File: config.mk
export PLATFORM = sky130hd
export DESIGN_NAME = segment_credit_flow_control
export DESIGN_NICKNAME = d
export VERILOG_FILES = /design/src/rtl/scf_pkg.sv /design/src/rtl/segment_credit_flow_control.sv /design/src/rtl/scf_ctrl.sv /design/src/rtl/scf_dp.sv
export SDC_FILE = /design/constraint.sdc
export NUM_CORES = 1
export LEC_CHECK = 0
export ABC_AREA = 1
export BUFFER_PORTS_ARGS = -buffer_cell sky130_fd_sc_hd__buf_2
export CAP_MARGIN = 20
export CORE_UTILIZATION = 55
export CTS_BUF_LIST = sky130_fd_sc_hd__clkbuf_8
export DETAILED_ROUTE_END_ITERATION = 6
export GPL_TIMING_DRIVEN = 0
export HOLD_SLACK_MARGIN = 0.06
export PLACE_DENSITY_LB_ADDON = 0.15
export SKIP_LAST_GASP = 1
export SLEW_MARGIN = 15
export SYNTH_ARGS = -nofsm -noshare
export SYNTH_HDL_FRONTEND = slang
export SYNTH_HIERARCHICAL = 1
export SYNTH_SLANG_ARGS = --single-unit
File: constraint.sdc
create_clock -name i_clk -period 9.6 [get_ports i_clk]
set_input_delay 0.48 -clock i_clk [delete_from_list [all_inputs] [get_ports i_clk]]
set_output_delay 0.48 -clock i_clk [all_outputs]
set_load 0.005 [all_outputs]
File: src/rtl/scf_pkg.sv
// ============================================================================
// scf_pkg: shared definitions for segment credit flow control
// Opcodes, register indexes, reset values, controller states and the
// command and status bundles between the controller and the datapath.
// ============================================================================
package scf_pkg;

    // Bytes of a write offer that are honored.
    localparam int BYTE_CNT_W = 32;
    localparam logic [31:0] BYTE_MASK = 32'((64'd1 << BYTE_CNT_W) - 64'd1);

    localparam int OPCODE_W    = 3;
    localparam int CFG_INDEX_W = 2;
    localparam int CFG_DATA_W  = 16;
    localparam int USED_W      = 17;
    localparam int RUNT_W      = 16;

    localparam logic [OPCODE_W-1:0] OP_WRITE   = 3'd0;
    localparam logic [OPCODE_W-1:0] OP_FLUSH_P = 3'd1;
    localparam logic [OPCODE_W-1:0] OP_FLUSH_A = 3'd2;
    localparam logic [OPCODE_W-1:0] OP_ACK_OK  = 3'd3;
    localparam logic [OPCODE_W-1:0] OP_CLOSE   = 3'd4;

    localparam logic [CFG_INDEX_W-1:0] CFG_SEG_SIZE  = 2'd0;
    localparam logic [CFG_INDEX_W-1:0] CFG_BUF_LIMIT = 2'd1;

    localparam logic [CFG_DATA_W-1:0] SEG_SIZE_RST  = 16'd1400;
    localparam logic [CFG_DATA_W-1:0] BUF_LIMIT_RST = 16'd1024;

    localparam logic [USED_W-1:0] USED_MAX = 17'h1FFFF;

    // The divider retires two quotient bits per cycle over a 32-bit dividend.
    localparam int DIV_STEPS = 32 / 2;
    localparam int DIV_CNT_W = $clog2(DIV_STEPS);

    typedef enum logic [2:0] {
        ST_IDLE,
        ST_MUL,
        ST_FREE,
        ST_DIV,
        ST_COMMIT
    } t_state;

    typedef struct packed {
        logic load;
        logic mul;
        logic free;
        logic div_step;
        logic commit;
    } t_cmd;

    typedef struct packed {
        logic write_go;
    } t_stat;

endpackage

File: src/rtl/segment_credit_flow_control.sv
// ============================================================================
// segment_credit_flow_control: watermark-acknowledged transmit credit
// Tracks used segments, the partial-segment remainder and the pending
// watermark of a segmented transmit buffer, one command at a time.
// ============================================================================
// Usage:
// Commands enter on the input channel (i_in_valid / o_in_ready) with an
// opcode and a byte count; every command yields exactly one result beat on
// the output channel (o_out_valid / i_out_ready). Segment size and buffer
// limit are written through the configuration channel (i_cfg_valid /
// o_cfg_ready, index 0 and 1; other indexes are ignored) between commands.
// A write passes from acceptance through the 16x16 free-space product, the
// fit check and the radix-4 divider that splits the granted bytes plus the
// partial-segment remainder into segments and a new remainder. Flushes,
// acknowledgements, closes and refused writes go on to commit without the
// divider. The result register decouples the sides: a new command is
// accepted while the previous result still waits, and only the commit of
// the next result stalls on a busy receiver. Reset clears the state, sets
// segment size to 1400 and buffer limit to 1024, and drops any result.
// ============================================================================
module segment_credit_flow_control import scf_pkg::*; (
    input  logic                   i_clk,
    input  logic                   i_rst_n,
    input  logic                   i_in_valid,
    output logic                   o_in_ready,
    input  logic [OPCODE_W-1:0]    i_opcode,
    input  logic [31:0]            i_num_bytes,
    output logic                   o_out_valid,
    input  logic                   i_out_ready,
    output logic [31:0]            o_bytes_accepted,
    output logic                   o_watermark_request,
    output logic                   o_credit_released,
    output logic                   o_pending_now,
    output logic [USED_W-1:0]      o_segments_used,
    output logic [RUNT_W-1:0]      o_partial_bytes,
    input  logic                   i_cfg_valid,
    output logic                   o_cfg_ready,
    input  logic [CFG_INDEX_W-1:0] i_cfg_index,
    input  logic [CFG_DATA_W-1:0]  i_cfg_data
);

    t_cmd  w_cmd;
    t_stat w_stat;

    scf_ctrl u_ctrl (
        .i_clk       (i_clk),
        .i_rst_n     (i_rst_n),
        .i_in_valid  (i_in_valid),
        .i_opcode    (i_opcode),
        .i_out_ready (i_out_ready),
        .i_stat      (w_stat),
        .o_in_ready  (o_in_ready),
        .o_out_valid (o_out_valid),
        .o_cfg_ready (o_cfg_ready),
        .o_cmd       (w_cmd)
    );

    scf_dp u_dp (
        .i_clk               (i_clk),
        .i_rst_n             (i_rst_n),
        .i_cmd               (w_cmd),
        .o_stat              (w_stat),
        .i_opcode            (i_opcode),
        .i_num_bytes         (i_num_bytes),
        .i_cfg_we            (i_cfg_valid && o_cfg_ready),
        .i_cfg_index         (i_cfg_index),
        .i_cfg_data          (i_cfg_data),
        .o_bytes_accepted    (o_bytes_accepted),
        .o_watermark_request (o_watermark_request),
        .o_credit_released   (o_credit_released),
        .o_pending_now       (o_pending_now),
        .o_segments_used     (o_segments_used),
        .o_partial_bytes     (o_partial_bytes)
    );

    // Releasing credit always retires the pending watermark.
    a_release_clears_pending: assert property (@(posedge i_clk) disable iff (!i_rst_n)
        (o_out_valid && o_credit_released) |-> !o_pending_now)
        else $error("credit released while a watermark is still pending");

endmodule

File: src/rtl/scf_ctrl.sv
// ============================================================================
// scf_ctrl: sequencer for segment credit flow control
// Steps an item through multiply, free-space, divide and commit, skipping the
// phases that it does not need, and owns the input, output and config handshakes.
// ============================================================================
module scf_ctrl import scf_pkg::*; (
    input  logic                i_clk,
    input  logic                i_rst_n,
    input  logic                i_in_valid,
    input  logic [OPCODE_W-1:0] i_opcode,
    input  logic                i_out_ready,
    input  t_stat               i_stat,
    output logic                o_in_ready,
    output logic                o_out_valid,
    output logic                o_cfg_ready,
    output t_cmd                o_cmd
);

    t_state               r_state, n_state;
    logic [DIV_CNT_W-1:0] r_cnt, n_cnt;
    logic                 r_out_valid;
    logic                 w_slot_free;

    assign w_slot_free = !r_out_valid || i_out_ready;

    always_comb begin
        n_state = r_state;
        n_cnt   = r_cnt;
        unique case (r_state)
            ST_IDLE: begin
                if (i_in_valid) begin
                    n_state = (i_opcode == OP_WRITE) ? ST_MUL : ST_COMMIT;
                end
            end
            ST_MUL: begin
                n_state = i_stat.write_go ? ST_FREE : ST_COMMIT;
            end
            ST_FREE: begin
                n_state = ST_DIV;
                n_cnt   = '0;
            end
            ST_DIV: begin
                n_cnt = r_cnt + 1'b1;
                if (r_cnt == DIV_CNT_W'(DIV_STEPS - 1)) begin
                    n_state = ST_COMMIT;
                end
            end
            ST_COMMIT: begin
                if (w_slot_free) begin
                    n_state = ST_IDLE;
                end
            end
            default: n_state = ST_IDLE;
        endcase
    end

    always_comb begin
        o_in_ready      = (r_state == ST_IDLE);
        o_cfg_ready     = (r_state == ST_IDLE);
        o_cmd.load      = (r_state == ST_IDLE) && i_in_valid;
        o_cmd.mul       = (r_state == ST_MUL);
        o_cmd.free      = (r_state == ST_FREE);
        o_cmd.div_step  = (r_state == ST_DIV);
        o_cmd.commit    = (r_state == ST_COMMIT) && w_slot_free;
    end

    always_ff @(posedge i_clk) begin
        if (!i_rst_n) begin
            r_state     <= ST_IDLE;
            r_cnt       <= '0;
            r_out_valid <= 1'b0;
        end else begin
            r_state <= n_state;
            r_cnt   <= n_cnt;
            if (o_cmd.commit) begin
                r_out_valid <= 1'b1;
            end else if (i_out_ready) begin
                r_out_valid <= 1'b0;
            end
        end
    end

    assign o_out_valid = r_out_valid;

    // Only a write that has room and a nonzero segment size reaches the divider.
    a_div_only_when_go: assert property (@(posedge i_clk) disable iff (!i_rst_n)
        (r_state == ST_DIV) |-> i_stat.write_go)
        else $error("divider running for an item that does not need it");

    // A result beat is only raised out of the commit phase.
    a_valid_from_commit: assert property (@(posedge i_clk) disable iff (!i_rst_n)
        $rose(r_out_valid) |-> ($past(r_state) == ST_COMMIT))
        else $error("result beat raised outside commit");

endmodule

File: src/rtl/scf_dp.sv
// ============================================================================
// scf_dp: datapath for segment credit flow control
// Holds the configuration and flow-control state, computes free space,
// divides the granted bytes into segments and a remainder, and keeps the
// result register.
// ============================================================================
module scf_dp import scf_pkg::*; (
    input  logic                   i_clk,
    input  logic                   i_rst_n,
    input  t_cmd                   i_cmd,
    output t_stat                  o_stat,
    input  logic [OPCODE_W-1:0]    i_opcode,
    input  logic [31:0]            i_num_bytes,
    input  logic                   i_cfg_we,
    input  logic [CFG_INDEX_W-1:0] i_cfg_index,
    input  logic [CFG_DATA_W-1:0]  i_cfg_data,
    output logic [31:0]            o_bytes_accepted,
    output logic                   o_watermark_request,
    output logic                   o_credit_released,
    output logic                   o_pending_now,
    output logic [USED_W-1:0]      o_segments_used,
    output logic [RUNT_W-1:0]      o_partial_bytes
);

    logic [CFG_DATA_W-1:0] r_seg_size, r_buf_limit;
    logic [USED_W-1:0]     r_used, n_used;
    logic [RUNT_W-1:0]     r_runt, n_runt;
    logic                  r_pending, n_pending;

    logic [OPCODE_W-1:0]   r_op;
    logic [31:0]           r_offer;
    logic [31:0]           r_product;
    logic [31:0]           r_grant;
    logic                  r_fits;
    logic [31:0]           r_dvd;
    logic [RUNT_W-1:0]     r_rem;

    logic [USED_W-1:0]     w_half;
    logic                  w_go;
    logic [15:0]           w_room;
    logic [31:0]           w_product;
    logic [31:0]           w_free;
    logic                  w_fits;
    logic [16:0]           w_t1, w_t2;
    logic                  w_q1, w_q2;
    logic [RUNT_W-1:0]     w_r1, w_r2;
    logic [USED_W:0]       w_used_sum;
    logic                  w_wm, w_rel, w_check;
    logic [31:0]           w_grant;

    assign w_half = {2'b0, r_buf_limit[15:1]};
    assign w_go   = (r_op == OP_WRITE) && (r_seg_size != '0)
                    && (r_used < {1'b0, r_buf_limit});
    assign o_stat.write_go = w_go;

    // Free whole segments, valid only while the write has room.
    assign w_room    = 16'({1'b0, r_buf_limit} - r_used);
    assign w_product = 32'(r_seg_size) * 32'(w_room);

    assign w_free = (r_product > {16'b0, r_runt}) ? r_product - {16'b0, r_runt} : '0;
    assign w_fits = (r_offer <= w_free);

    // Two restoring-division steps per cycle; the remainder stays below the divisor.
    always_comb begin
        w_t1 = {r_rem, r_dvd[31]};
        w_q1 = (w_t1 >= {1'b0, r_seg_size});
        w_r1 = w_q1 ? 16'(w_t1 - {1'b0, r_seg_size}) : w_t1[15:0];
        w_t2 = {w_r1, r_dvd[30]};
        w_q2 = (w_t2 >= {1'b0, r_seg_size});
        w_r2 = w_q2 ? 16'(w_t2 - {1'b0, r_seg_size}) : w_t2[15:0];
    end

    // The quotient never exceeds 16 bits, so the low 17 bits carry it whole.
    assign w_used_sum = {1'b0, r_used} + {1'b0, r_dvd[USED_W-1:0]};

    always_comb begin
        n_used    = r_used;
        n_runt    = r_runt;
        n_pending = r_pending;
        w_wm      = 1'b0;
        w_rel     = 1'b0;
        w_check   = 1'b0;
        w_grant   = '0;
        unique case (r_op)
            OP_WRITE: begin
                if (w_go) begin
                    w_grant = r_grant;
                    w_check = 1'b1;
                    if (r_fits) begin
                        n_used = w_used_sum[USED_W] ? USED_MAX : w_used_sum[USED_W-1:0];
                        n_runt = r_rem;
                    end else begin
                        n_used = {1'b0, r_buf_limit};
                    end
                end
            end
            OP_FLUSH_P, OP_FLUSH_A: begin
                if ((r_op == OP_FLUSH_A) && !r_pending) begin
                    w_wm = 1'b1;
                end
                if (r_runt != '0) begin
                    n_used  = (r_used == USED_MAX) ? r_used : r_used + 1'b1;
                    n_runt  = '0;
                    w_check = 1'b1;
                end
            end
            OP_ACK_OK: begin
                if (r_pending) begin
                    n_pending = 1'b0;
                    n_used    = (r_used > w_half) ? r_used - w_half : '0;
                    w_rel     = 1'b1;
                end
            end
            OP_CLOSE: begin
                n_used    = '0;
                n_runt    = '0;
                n_pending = 1'b0;
            end
            default: ;
        endcase
        if (w_check && !r_pending && (n_used >= w_half)) begin
            w_wm      = 1'b1;
            n_pending = 1'b1;
        end
    end

    always_ff @(posedge i_clk) begin
        if (!i_rst_n) begin
            r_seg_size  <= SEG_SIZE_RST;
            r_buf_limit <= BUF_LIMIT_RST;
            r_used      <= '0;
            r_runt      <= '0;
            r_pending   <= 1'b0;
        end else begin
            if (i_cfg_we && (i_cfg_index == CFG_SEG_SIZE)) begin
                r_seg_size <= i_cfg_data;
            end
            if (i_cfg_we && (i_cfg_index == CFG_BUF_LIMIT)) begin
                r_buf_limit <= i_cfg_data;
            end
            if (i_cmd.commit) begin
                r_used    <= n_used;
                r_runt    <= n_runt;
                r_pending <= n_pending;
            end
        end
    end

    always_ff @(posedge i_clk) begin
        if (i_cmd.load) begin
            r_op    <= i_opcode;
            r_offer <= i_num_bytes & BYTE_MASK;
        end
        if (i_cmd.mul) begin
            r_product <= w_product;
        end
        if (i_cmd.free) begin
            r_grant <= (w_fits ? r_offer : w_free) & BYTE_MASK;
            r_fits  <= w_fits;
            r_dvd   <= w_fits ? r_offer + {16'b0, r_runt} : '0;
            r_rem   <= '0;
        end
        if (i_cmd.div_step) begin
            r_dvd <= {r_dvd[29:0], w_q1, w_q2};
            r_rem <= w_r2;
        end
        if (i_cmd.commit) begin
            o_bytes_accepted    <= w_grant;
            o_watermark_request <= w_wm;
            o_credit_released   <= w_rel;
            o_pending_now       <= n_pending;
            o_segments_used     <= n_used;
            o_partial_bytes     <= n_runt;
        end
    end

    a_rem_below_divisor: assert property (@(posedge i_clk) disable iff (!i_rst_n)
        i_cmd.div_step |=> (r_rem < r_seg_size))
        else $error("division remainder reached the segment size");

    a_refused_write_keeps_state: assert property (@(posedge i_clk) disable iff (!i_rst_n)
        (i_cmd.commit && (r_op == OP_WRITE) && !w_go)
        |=> ((r_used == $past(r_used)) && (r_runt == $past(r_runt))
             && (r_pending == $past(r_pending))))
        else $error("a refused write changed the flow-control state");

endmodule
==> key figures, run 1 <==
Clocking
  – Cts repair resizes: 0
  – Post CTS Setup Buffer Count: 0
  – H-tree levels: 2
  – CTS Root Cell: clkbuf_8
  – CTS sink cnt: 290
  – Clock-pin slew on the worst setup and hold paths: around 0.060 ns
  – CTS tree: built
  – Clock Tree Buf Depth: 3
  – Total CTS buffers: 50
  – Clk_lat worst skew: 0.67 ns

Floorplan
  – Initial Utilization: between 50% and 60%
  – Die ar.: 0.0534 mm2
  – Die height: 231 um
  – I/O Pins: 129
  – Rows: 83
  – Core Area: about 0.052 mm2
  – Die X-Extent: ~230 um

Flow run
  – MaxCap Viol Count: 0

Route
  – 1st-pass router iterations: 7
  – DRC: 0
  – Post-route ant nets: 0
  – Starting DRT DRC Count: approximately 2500
  – Final wirelength: between 90000 and 100000 um
  – WL/cell: between 15 and 20 um
  – Via count: 26100
  – Vias per Instance: ~5.7

STA
  – Final Hold Viols: 0
  – Setup Viol. Count Final: 0
  – Period utilization: slightly below 90%
  – Fmax: approximately 120 MHz
  – Setup TNS Final: 0 ns
  – Slew Limit Fails: 0
  – Worst slew margin: a little under a third
  – Min Clock Period, post-route: around 8.5 ns
  – RSZ-0062 raised after global routing: false
  – Clock Skews: 0.0369 ns
  – Worst Max-Slew Pin Slew: 1.02 ns

Global route
  – Vias in the first global route: around 25000
  – Grt total ovfl: 0
  – Met3 global-route usage: under 10%
  – Antenna violations before repair: 0
  – First-pass GRT wire length: 141000 um
  – Met2 Use GR: between 50% and 60%
  – Largest net degree at the start of global routing: 49
  – All-Layer GR Usage: a little over a third
  – Most utilized layer in the global route result: met2
  – Global Route met1 Usage: between 40 and 50%

Placed design
  – Port buffer count: between 100 and 150
  – Routability cong.: between 1 and 1.5
  – HPWL Detailed: ~74000 um

Logic synthesis
  – Sequential area share after synthesis: 27.6%
  – Synth Instances: roughly 3600
  – Synth unique cells: 65
  – Async S/R FF share, synth: 0%
  – Warning count from the yosys run: 6
  – Top FF cell, synth: edfxtp_1
  – Yosys top cell area share: around 22%
  – Yosys reg bits: 290
  – Number of synthesized flops with an enable pin: about 220
  – Mapped Area: approximately 0.029 mm2
  – Cell taking the most area after synthesis: edfxtp_1
  – Area contributors post-synth: edfxtp_1 22%, fa_1 14%, ha_1 12%
  – Syn_area_per_cell: 7.94 um2
  – Net Count, Synth: approximately 4200

Setup path
  – Critical Path End Type: flip-flop
  – Most frequent CP cell: fa_1
  – Critical-path top delay cell: dfxtp_1
  – CP max FO: 10
  – Crit start category: flip-flop
  – Required time worst endpoint: roughly 10 ns
  – Kind of critical path: reg2reg
  – Crit-path max cell delay: around 0.74 ns
  – Critical path arrival: between 8 and 9 ns

Finish
  – Fillers: ~4800
  – Synth-to-Final Area Change: 10.5%
  – Fraction of layout instances using a drive strength above 1: between 8 and 9%
  – Number of diodes: 0
  – Fin nets: between 4000 and 5000

Outcome
  – Run status: complete, no violations

Min path
  – Hold WC Path Type: in2reg
==> final cells by class <==
cell class | count | area (um2) | share of cell area, %
buffer | 95 | 475 | 1.49
clock buffer | 58 | 798 | 2.50
clock inverter | 36 | 215 | 0.675
inverter | 621 | 2340 | 7.32
multi-input combinational | 2631 | 18100 | 56.8
sequential | 290 | 7970 | 25.0
tap | 680 | 851 | 2.67
timing repair buffer | 176 | 1140 | 3.58
==> metrics by stage <==
stage | std cells | cell area, um2 | util, % | setup WS [ns] | hold slack (ns)
2_1_floorplan | 3637 | 28900 | - | 2.74 | 0.469
3_3_place_gp | 4445 | 30400 | 58.8 | 1.25 | 0.500
3_5_place_dp | 4456 | 30500 | 59.1 | 1.23 | 0.518
4_1_cts | 4587 | 31900 | 61.8 | 1.25 | 0.0661
5_1_grt | 4587 | 31900 | 61.8 | 0.758 | 0.100
6_report | 4587 | 31900 | 61.8 | 1.15 | 0.102
==> cells by family after synthesis <==
| logic type | count (synthesis) | synth area share, % |
|---|---|---|
| simple gates | 1419 | 21.1 |
| buf+inv | 716 | 9.74 |
| compound gates | 626 | 12.3 |
| fa+ha+maj | 481 | 26.1 |
| flops | 290 | 27.6 |
| xor+xnor | 105 | 3.18 |
==> sequential cells by signal, indices dropped and copies added, names as in the netlist, 17 cells and up <==
signal and count:
u_dp/r_offer 32, u_dp/o_bytes_accepted 32, u_dp/r_dvd 32, u_dp/r_grant 32, u_dp/r_used 17, u_dp/o_segments_used 17
u_dp/r_product 32
==> Yosys cell counts (15+ instances only) <==
library cell	instances
nand2_1	731
inv_2	15
edfxtp_1	216
xor2_1	59
fa_1	201
nor2_1	337
inv_1	596
xnor2_1	46
nor3_1	46
a31oi_1	18
nand3_1	172
nand4_1	37
o21ai_0	201
dfxtp_1	74
or2_2	21
o21ai_1	31
a21o_1	24
a21oi_1	250
o211ai_1	18
ha_1	280
clkbuf_1	59
==> critical path: cells and delay by family (launching register included) <==
kind                     cells  cell delay (ns)
AO/OA/AOI/OAI               10             1.83
XOR/XNOR                     1             0.16
adder cells (fa/ha/maj)      8             3.48
buffers and inverters        5             1.01
flip-flops                   1             0.74
AND/OR/NAND/NOR              4             0.99
==> routing by layer <==
metal	wire length [um]	part of all wire, %
met5	0	0
met4	3330	3.6
met3	7810	8.5
met2	40800	45
met1	39600	43
==> timing repair <==
item | in CTS | in global routing
endpoints found under the hold margin | 37 | 0
hold buffers | 37 | 0
setup endpoints to repair | 0 | 0
==> layout by cell type (no fill, tap or decap), types with 45 or more instances in the layout <==
cell type / Yosys / layout
nor2_1: 337 / 337
buf_2: 13 / 141
a21oi_1: 250 / 250
xnor2_1: 46 / 46
ha_1: 280 / 280
o21ai_0: 201 / 201
dfxtp_1: 74 / 74
clkbuf_8: 0 / 58
nand3_1: 172 / 172
fa_1: 201 / 201
inv_1: 596 / 614
clkbuf_1: 59 / 59
nand2_1: 731 / 731
xor2_1: 59 / 59
nor3_1: 46 / 45
edfxtp_1: 216 / 216
==> path summary, 6_finish.rpt <==
path / startpoint / end / slack (ns) / cells after the start
worst max-delay path: u_dp/r_used[1] / u_dp/r_product[28] / 1.15 / 28
worst min-delay path: i_cfg_data[3] / u_dp/r_seg_size[3] / 0.10 / 3
worst max register to register: u_dp/r_used[1] / u_dp/r_product[28] / 1.15 / 28
worst min register to register: u_ctrl/r_cnt[1] / u_ctrl/r_cnt[1] / 0.53 / 2
Power of run 1 is not shown: default switching activity piles up to over one toggle a cycle in this logic, so the estimate is an artifact.
==> run 2, diff against run 1 <==
REMOVE_ABC_BUFFERS = 1   (was unset)
==> run 2 against run 1 <==
The flow now finishes with violations (DRC); die area unchanged; register-to-register slack got worse by 0.27 ns; sequential share of layout area increased by 0.35 points; clock-buffer cell count decreased by 2; global-route usage decreased by 2.2 points; first-iteration DRC count decreased by 10%.
==> key figures, run 2 (synthesis gave the netlist of run 1 again) <==
STA
  – RSZ-0062 raised after global routing: false
  – Worst Max-Slew Pin Slew: 1.09 ns (+0.0654 ns)
  – Period utilization: 90.9% (+2.8 points)
  – Slew Limit Fails: 0 (unchanged)
  – Fmax: 115 MHz (-3.1%)
  – Min Clock Period, post-route: 8.72 ns (+0.273 ns)
  – Clock Skews: 0.0436 ns (+0.00671 ns)
  – Worst slew margin: 27.1% (-4.4 points)
  – Setup TNS Final: 0 ns (unchanged)
  – Final Hold Viols: 0 (unchanged)
  – Setup Viol. Count Final: 0 (unchanged)

Setup path
  – CP endpoint: u_dp/r_product[28]
  – Kind of critical path: reg2reg
  – Required time worst endpoint: 9.99 ns (about the same)
  – Most frequent CP cell: fa_1
  – Critical path arrival: 9.11 ns (+0.26 ns)
  – Crit start category: flip-flop
  – R2R setup slack: 0.88 ns (-0.27 ns)
  – Critical-path top delay cell: dfxtp_1
  – Worst setup startpoint: u_dp/r_used[1]
  – Critical Path End Type: flip-flop
  – CP max FO: 10 (unchanged)
  – Crit-path max cell delay: 0.79 ns (+0.05 ns)
  – R2r worst-path depth: 32 (+14%)
  – Worst r2r src: u_dp/r_used[1]
  – Worst flop-to-flop path endpoint: u_dp/r_product[28]

Route
  – Final wirelength: 85300 um (-6.9%)
  – Starting DRT DRC Count: 2242 (-10%)
  – DRC: 11 (+11)
  – Post-route ant nets: 0 (unchanged)
  – Vias per Instance: 5.66 (-0.48%)
  – Via count: 25400 (-2.5%)
  – WL/cell: 19.0 um (-4.9%)
  – 1st-pass router iterations: 7 (unchanged)

Finish
  – Synth-to-Final Area Change: 8.93%
  – Fin util: 60.9% (-0.87 points)
  – Leading cell types in the layout, fill and taps excluded: 730 x nand2_1, 607 x inv_1, 337 x nor2_1
  – Fin nets: 4313 (-2.1%)
  – Fraction of layout instances using a drive strength above 1: 8.61% (-0.33 points)
  – Commonest non-fill, non-tap cell in the layout: nand2_1

Clocking
  – CTS tree: built
  – Clock-pin slew on the worst setup and hold paths: 0.06 ns (about the same)
  – Clk_lat worst skew: 0.67 ns (about the same)
  – Total CTS buffers: 50 (unchanged)
  – Clock Tree Buf Depth: 3 (unchanged)
  – CTS Root Cell: clkbuf_8
  – CTS sink cnt: 290 (unchanged)
  – H-tree levels: 2 (unchanged)

Floorplan
  – Rows: 83 (unchanged)
  – Initial Utilization: 55.9% (unchanged)
  – I/O Pins: 129 (unchanged)
  – Die ar.: 0.0534 mm2 (unchanged)
  – Die height: 231 um (unchanged)
  – Core Area: 0.0516 mm2 (unchanged)
  – Die X-Extent: 231 um (unchanged)

Placed design
  – Routability cong.: 0.976 (-3.2%)
  – Port buffer count: 128 (unchanged)
  – HPWL Detailed: 66400 um (-9.7%)

Global route
  – Vias in the first global route: 24200 (-3.2%)
  – All-Layer GR Usage: 32.5% (-2.2 points)
  – Antenna violations before repair: 2 (+2)
  – Grt total ovfl: 0 (unchanged)
  – First-pass GRT wire length: 133000 um (-5.5%)
  – Largest net degree at the start of global routing: 49 (unchanged)

Outcome
  – Failing checks: DRC
  – Run status: finished with violations

Flow run
  – MaxCap Viol Count: 0 (unchanged)

Min path
  – Hold WC Path Type: in2reg
==> run 2: layout make-up <==
class / instances / area (um2)
tap: 680 / 851
fill: 4715 / 20200
antenna: 1 / 2.50
timing repair buffer: 180 / 1170
inverter: 621 / 2340
multi-input combinational: 2631 / 18100
clock inverter: 33 / 230
sequential: 290 / 7970
clock buffer: 56 / 771
==> run 2: timing repair <==
item / 4_1_cts / 5_1_grt
buffers inserted: 0 / 0
gates resized for setup: 0 / 0
endpoints found under the hold margin: 35 / 0
hold buffers: 35 / 0
==> run 2: worst min path at each step <==
stage / start / end / slack [ns] / cells past startpoint
finish: i_cfg_data[5] / u_dp/r_seg_size[5] / 0.09 / 3
global placement: u_ctrl/r_cnt[3] / u_ctrl/r_cnt[3] / 0.50 / 2
CTS: i_cfg_data[6] / u_dp/r_seg_size[6] / 0.06 / 3
detailed placement: u_dp/r_dvd[25] / u_dp/r_dvd[27] / 0.52 / 2
floorplan: u_dp/r_buf_limit[0] / u_dp/r_buf_limit[0] / 0.47 / 2
global route: i_cfg_data[6] / u_dp/r_seg_size[6] / 0.09 / 3
==> run 2: routing by layer <==
metal  global-route usage [%]  wire length [um]  vias up
met5                        0                10        -
li1                         -                 -    12200
met1                     44.0             35700    11900
met4                     14.4              4110        2
met2                     49.7             37000     1115
met3                     7.33              8440      216
==> run 2: stage by stage <==
stage          worst slack (ns)  instance area, um2  std cells  hold slack (ns)
3_3_place_gp              -1.32               29900       4350            0.500
3_5_place_dp               1.08               30100       4366            0.516
5_1_grt                   0.426               31500       4492           0.0907
6_report                  0.875               31500       4492           0.0947
2_1_floorplan              2.37               28400       3542            0.468
4_1_cts                    1.07               31400       4490           0.0608
==> run 2: critical path, delay by kind of cell (launching register included) <==
| kind | cells | cell delay, ns |
|---|---|---|
| simple gates | 12 | 1.96 |
| buf+inv | 6 | 0.88 |
| xor+xnor | 1 | 0.10 |
| compound gates | 5 | 0.74 |
| fa+ha+maj | 8 | 4.00 |
| flops | 1 | 0.79 |
Power of run 2 is left out for the same reason.
